--- src/hdl/tt2_pkg.sv ---
// Types, codes and reset values shared by the two-slot transposition table.
`default_nettype none
package tt2_pkg;

	localparam int unsigned TT2_ENTRIES = 1024;

	localparam logic [14:0] SCORE_LIMIT_RST = 15'd32767;
	localparam logic [6:0]  NO_MOVE_RST     = 7'd64;

	localparam logic REG_SCORE_LIMIT = 1'b0;
	localparam logic REG_NO_MOVE     = 1'b1;

	localparam logic [1:0] CMD_PROBE = 2'd0;
	localparam logic [1:0] CMD_STORE = 2'd1;
	localparam logic [1:0] CMD_CLEAR = 2'd2;

	localparam logic [1:0] HIT_MISS      = 2'd0;
	localparam logic [1:0] HIT_PRIMARY   = 2'd1;
	localparam logic [1:0] HIT_SECONDARY = 2'd2;

	localparam logic [2:0] STS_NEW_PRI   = 3'd0;
	localparam logic [2:0] STS_NEW_SEC   = 3'd1;
	localparam logic [2:0] STS_SAME      = 3'd2;
	localparam logic [2:0] STS_LEVEL_UP  = 3'd3;
	localparam logic [2:0] STS_OVER_PRI  = 3'd4;
	localparam logic [2:0] STS_OVER_SEC  = 3'd5;
	localparam logic [2:0] STS_COLLISION = 3'd6;

	typedef enum logic [1:0] {
		S_SWEEP,
		S_IDLE,
		S_EVAL
	} tt2_state_t;

	typedef struct packed {
		logic [1:0]         cmd;
		logic [9:0]         hash_index;
		logic [63:0]        own_stones;
		logic [63:0]        opp_stones;
		logic [6:0]         search_depth;
		logic [6:0]         best_move;
		logic signed [15:0] alpha_bound;
		logic signed [15:0] beta_bound;
		logic signed [15:0] found_score;
	} tt2_req_t;

	typedef struct packed {
		logic [1:0]         hit_slot;
		logic signed [15:0] lower_out;
		logic signed [15:0] upper_out;
		logic [6:0]         depth_out;
		logic [6:0]         first_move_out;
		logic [6:0]         second_move_out;
		logic [2:0]         store_status;
	} tt2_rsp_t;

	typedef struct packed {
		logic [63:0]        own;
		logic [63:0]        opp;
		logic [6:0]         depth;
		logic [6:0]         best;
		logic [6:0]         second;
		logic signed [15:0] lower;
		logic signed [15:0] upper;
	} tt2_entry_t;

	typedef struct packed {
		logic       valid;
		tt2_entry_t entry;
	} tt2_word_t;

	typedef struct packed {
		logic       wr_en;
		logic       wr_to_q;
		tt2_entry_t wr_entry;
	} tt2_wb_t;

endpackage
`default_nettype wire

--- src/hdl/tt2_decide.sv ---
// Probe lookup and store replacement decision for one pair of slots.
`default_nettype none
module tt2_decide
	import tt2_pkg::*;
(
	input  wire tt2_req_t     item,
	input  wire tt2_word_t    slot_p,
	input  wire tt2_word_t    slot_q,
	input  wire logic [14:0]  score_limit,
	input  wire logic [6:0]   no_move_code,
	output tt2_rsp_t          rsp,
	output tt2_wb_t           wb
);

	logic signed [15:0] lim_pos;
	logic signed [15:0] lim_neg;
	logic signed [15:0] s_v;
	logic signed [15:0] a_v;
	logic signed [15:0] b_v;
	logic signed [15:0] el_v;
	logic signed [15:0] eu_v;
	logic               good;
	logic               match_p;
	logic               match_q;
	tt2_entry_t         hit_e;
	tt2_entry_t         new_e;
	tt2_entry_t         ref_e;
	tt2_entry_t         lvl_e;
	tt2_entry_t         upd_e;
	logic [2:0]         upd_sts;

	assign lim_pos = $signed({1'b0, score_limit});
	assign lim_neg = -lim_pos;
	assign s_v     = item.found_score;
	assign a_v     = item.alpha_bound;
	assign b_v     = item.beta_bound;
	assign good    = (s_v > a_v) || (s_v == lim_neg);

	assign match_p = slot_p.valid && (slot_p.entry.own == item.own_stones)
		&& (slot_p.entry.opp == item.opp_stones);
	assign match_q = slot_q.valid && (slot_q.entry.own == item.own_stones)
		&& (slot_q.entry.opp == item.opp_stones);

	assign hit_e = match_p ? slot_p.entry : slot_q.entry;
	assign el_v  = hit_e.lower;
	assign eu_v  = hit_e.upper;

	always_comb begin
		new_e        = '0;
		new_e.own    = item.own_stones;
		new_e.opp    = item.opp_stones;
		new_e.depth  = item.search_depth;
		new_e.best   = good ? item.best_move : no_move_code;
		new_e.second = no_move_code;
		new_e.upper  = (s_v < b_v) ? s_v : lim_pos;
		new_e.lower  = (s_v > a_v) ? s_v : lim_neg;
	end

	always_comb begin
		ref_e = hit_e;
		if ((s_v < b_v) && (s_v < eu_v)) begin
			ref_e.upper = s_v;
		end
		if ((s_v > a_v) && (s_v > el_v)) begin
			ref_e.lower = s_v;
		end
		if (good && (hit_e.best != item.best_move)) begin
			ref_e.second = hit_e.best;
			ref_e.best   = item.best_move;
		end
	end

	always_comb begin
		lvl_e       = hit_e;
		lvl_e.upper = new_e.upper;
		lvl_e.lower = new_e.lower;
		lvl_e.depth = item.search_depth;
		if (good) begin
			lvl_e.second = hit_e.best;
			lvl_e.best   = item.best_move;
		end else begin
			lvl_e.best = no_move_code;
		end
	end

	always_comb begin
		if (item.search_depth == hit_e.depth) begin
			upd_sts = STS_SAME;
			upd_e   = ($signed(ref_e.lower) > $signed(ref_e.upper)) ? new_e : ref_e;
		end else begin
			upd_sts = STS_LEVEL_UP;
			upd_e   = lvl_e;
		end
	end

	always_comb begin
		rsp = '0;
		wb  = '0;
		if (item.cmd == CMD_PROBE) begin
			if (match_p || match_q) begin
				rsp.hit_slot        = match_p ? HIT_PRIMARY : HIT_SECONDARY;
				rsp.lower_out       = hit_e.lower;
				rsp.upper_out       = hit_e.upper;
				rsp.depth_out       = hit_e.depth;
				rsp.first_move_out  = hit_e.best;
				rsp.second_move_out = hit_e.second;
			end
		end else if (item.cmd == CMD_STORE) begin
			wb.wr_en = 1'b1;
			priority if (!slot_p.valid) begin
				rsp.store_status = STS_NEW_PRI;
				wb.wr_entry      = new_e;
			end else if (match_p) begin
				rsp.store_status = upd_sts;
				wb.wr_entry      = upd_e;
			end else if (!slot_q.valid) begin
				rsp.store_status = STS_NEW_SEC;
				wb.wr_to_q       = 1'b1;
				wb.wr_entry      = new_e;
			end else if (match_q) begin
				rsp.store_status = upd_sts;
				wb.wr_to_q       = 1'b1;
				wb.wr_entry      = upd_e;
			end else if (item.search_depth > slot_p.entry.depth) begin
				rsp.store_status = STS_OVER_PRI;
				wb.wr_entry      = new_e;
			end else if (item.search_depth > slot_q.entry.depth) begin
				rsp.store_status = STS_OVER_SEC;
				wb.wr_to_q       = 1'b1;
				wb.wr_entry      = new_e;
			end else begin
				rsp.store_status = STS_COLLISION;
				wb.wr_en         = 1'b0;
			end
		end
	end

endmodule
`default_nettype wire

--- config.mk ---
export PLATFORM = sky130hd
export DESIGN_NAME = tt2_decide
export DESIGN_NICKNAME = d
export VERILOG_FILES = /design/src/hdl/tt2_pkg.sv /design/src/hdl/tt2_decide.sv
export SDC_FILE = /design/constraint.sdc
export NUM_CORES = 1
export LEC_CHECK = 0
export ABC_AREA = 1
export BUFFER_PORTS_ARGS = -buffer_cell sky130_fd_sc_hd__clkbuf_2
export CORE_AREA = 2 2 326 328
export DETAILED_ROUTE_END_ITERATION = 7
export DIE_AREA = 0 0 328 330
export PLACE_DENSITY = 0.35
export SETUP_SLACK_MARGIN = 0.05
export SKIP_LAST_GASP = 1
export SLEW_MARGIN = 30
export SYNTH_ARGS = -nofsm -noshare
export SYNTH_HDL_FRONTEND = slang
export SYNTH_SLANG_ARGS = --single-unit
--- constraint.sdc ---
create_clock -name vclk -period 8.6
set_clock_uncertainty 0.2 [all_clocks]
set_input_delay 0.86 -clock vclk [all_inputs]
set_output_delay 0.86 -clock vclk [all_outputs]
set_load 0.05 [all_outputs]
==> metrics <==
Worst Hold Launch item[200]; First-pass DRT Iterations 6; via count 28757; Worst VDD drop 0.0339 mV; Cell Pwr Density 65.0 nW/um^2; RSZ-0062 raised after global routing true; Starting DRT DRC Count 2166; post-synthesis cell count 3640; synth warn 0; Required @ worst endpoint 7540 ps; GR Overflow Total 0; I/O pins 829; # DRC 0; Worst Hold Path EP rsp[56]; worst endpoint data arrival time 7200 ps; vias in the first global route 27736; Seq pwr share 0%; slowest CP cell xnor2_1; Hold Crit Depth 3; max-cap viol count 0; Worst slew margin 33.6%; seq_cells 0; period utilization 96.1%; Worst-Margin Slew 987 ps; Gate power share 100.0%; Critical Path Source Type input pin; minimum clock period 8260 ps; area of the multi-input gates 15100 sq um; # fillers 12298; Die X 328 um; row count 119; main combinational cell family by area after synthesis simple AND/OR/NAND/NOR gates; starting density of the core 16.9%; register area 0 sq um; P&R area growth vs syn 58.1%; clock buffers 0; Hold Fails Final Rpt 0; Post-CTS Hold Buffers 0; post-route ant nets 0; post-synthesis sequential area ratio 0%; CP max FO 12; P_sw 1150 uW; Max Clk Rate 121 MHz; Synth Area in XOR/XNOR 4.20%; post-detail-place hpwl 139000 um; synthesized cell area 17700 sq um; Mapped Avg Cell Area 4.86 sq um; adder-cell share of the synthesized area 6.50%; Power Total 1820 uW; nets 5226; CP Buf/Inv Count 14; Top delay family on crit path simple AND/OR/NAND/NOR gates; antenna violations before repair 55; Int Pwr 666 uW; die height 330 um; Slew Viols, Final 0; mux cell area share after synthesis 1.58%; Synthesized Nets 4320; CP Class in -> out; Buffers on Ports 819; GRT Total Usage 28.1%; most frequent cells in the layout 1031 x nand2_1, 646 x clkbuf_2, 488 x inv_1; Yosys cell types 56; worst hold path class in -> out; vias per inst 4.83; CP Capture Type primary output; RePlAce Congestion 1.01; Max stage delay on crit path 430 ps; final wirelength 161000 um; area of the core 105000 sq um; Setup TNS 0 ps; status completed; routed len/inst 27.1 um; ratio of cells with drive above 1 in the final layout 27.3%; post-synthesis compound-gate area fraction 27.5%; first-pass GRT wire length 216000 um; most common cell after layout, fill and taps aside nand2_1; largest net degree at the start of global routing 125; Clock power frac 0%; Sw Ratio 63.4%; Simple-Gate Fraction of Synth Area 44.4%; LEAKAGE 0.0150 uW; die area 108000 sq um; final setup fails 0
==> power by group through the flow <==
stage                     clock network [uW]  logic (uW)  registers (uW)
after floorplan                            0         825               0
after global placement                     0        1770               0
after detailed placement                   0        1770               0
after CTS                                  0        1780               0
after global routing                0.000157        1940               0
final                               0.000177        1820               0
==> what timing repair did <==
action,in CTS,in global routing
setup buffers,1,5
cloned,0,3
gates resized for setup,3,46
pin swaps,0,13
endpoints found under the setup margin,18,181
==> cells in the mapped netlist (3+ instances only) <==
library cell / count / area [sq um]
inv_1: 491 / 1840
nand3b_1: 4 / 30.0
o21ai_0: 368 / 1840
nor4_1: 47 / 294
a211oi_1: 6 / 45.0
nand3_2: 4 / 40.0
buf_1: 12 / 45.0
o21ai_2: 12 / 105
nor3_1: 52 / 260
a221oi_1: 3 / 26.3
xnor2_1: 37 / 324
nand2_2: 3 / 18.8
buf_2: 27 / 135
xor2_1: 46 / 403
ha_1: 92 / 1150
a21oi_1: 306 / 1530
nand2_1: 1038 / 3900
buf_6: 4 / 45.0
inv_2: 53 / 199
nor3b_1: 3 / 22.5
a31oi_1: 70 / 438
o211ai_1: 79 / 593
and2_1: 27 / 169
nand4_1: 155 / 970
or2_2: 41 / 257
nand3_1: 96 / 480
buf_4: 6 / 45.0
nor2_1: 348 / 1310
o2111ai_1: 9 / 78.8
mux2i_1: 28 / 280
clkbuf_1: 124 / 465
o221ai_1: 3 / 26.3
o21ai_1: 14 / 70.1
==> worst max-delay path by stage <==
stage | cells after the start | slack [ps] | start | end
2_1_floorplan | 35 | 540 | item[180] | wb[6]
3_3_place_gp | 40 | -30 | item[70] | wb[179]
3_5_place_dp | 41 | 20 | item[70] | wb[179]
4_1_cts | 41 | 60 | item[67] | wb[55]
5_1_grt | 44 | -10 | item[67] | wb[179]
6_report | 40 | 340 | item[108] | wb[179]
==> logic make-up after synthesis <==
| group | after synthesis |
|---|---|
| XOR/XNOR | 84 |
| AND/OR/NAND/NOR | 1832 |
| AO/OA/AOI/OAI | 884 |
| buffers and inverters | 720 |
| adder cells (fa/ha/maj) | 92 |
| multiplexers | 28 |
==> metal layers <==
metal | part of all wire [%] | GRT usage (%)
met3 | 6.3 | 5.48
met2 | 50 | 51.8
met4 | 3.5 | 8.18
met1 | 40 | 32.6
met5 | 0.17 | 0
==> per-stage QoR <==
stage          instance area, sq um  cells  hold WS (ps)  util (%)  setup slack (ps)
4_1_cts                       27600   5927          1920      26.4              61.1
3_5_place_dp                  27600   5926          1920      26.4              25.0
6_report                      28000   5951          1930      26.7               339
5_1_grt                       28000   5945          1950      26.7             -10.8
2_1_floorplan                 17700   3640          1700         -               537
3_3_place_gp                  27600   5926          1910      26.3             -33.3
==> layout make-up <==
type / instances / area share, %
repair buffers: 1078 / 32.2
multi-input cells: 2920 / 54.1
well taps: 1391 / 6.22
inverters: 546 / 7.35
diodes: 16 / 0.143
Note: power is estimated with default switching activity, not from simulation.
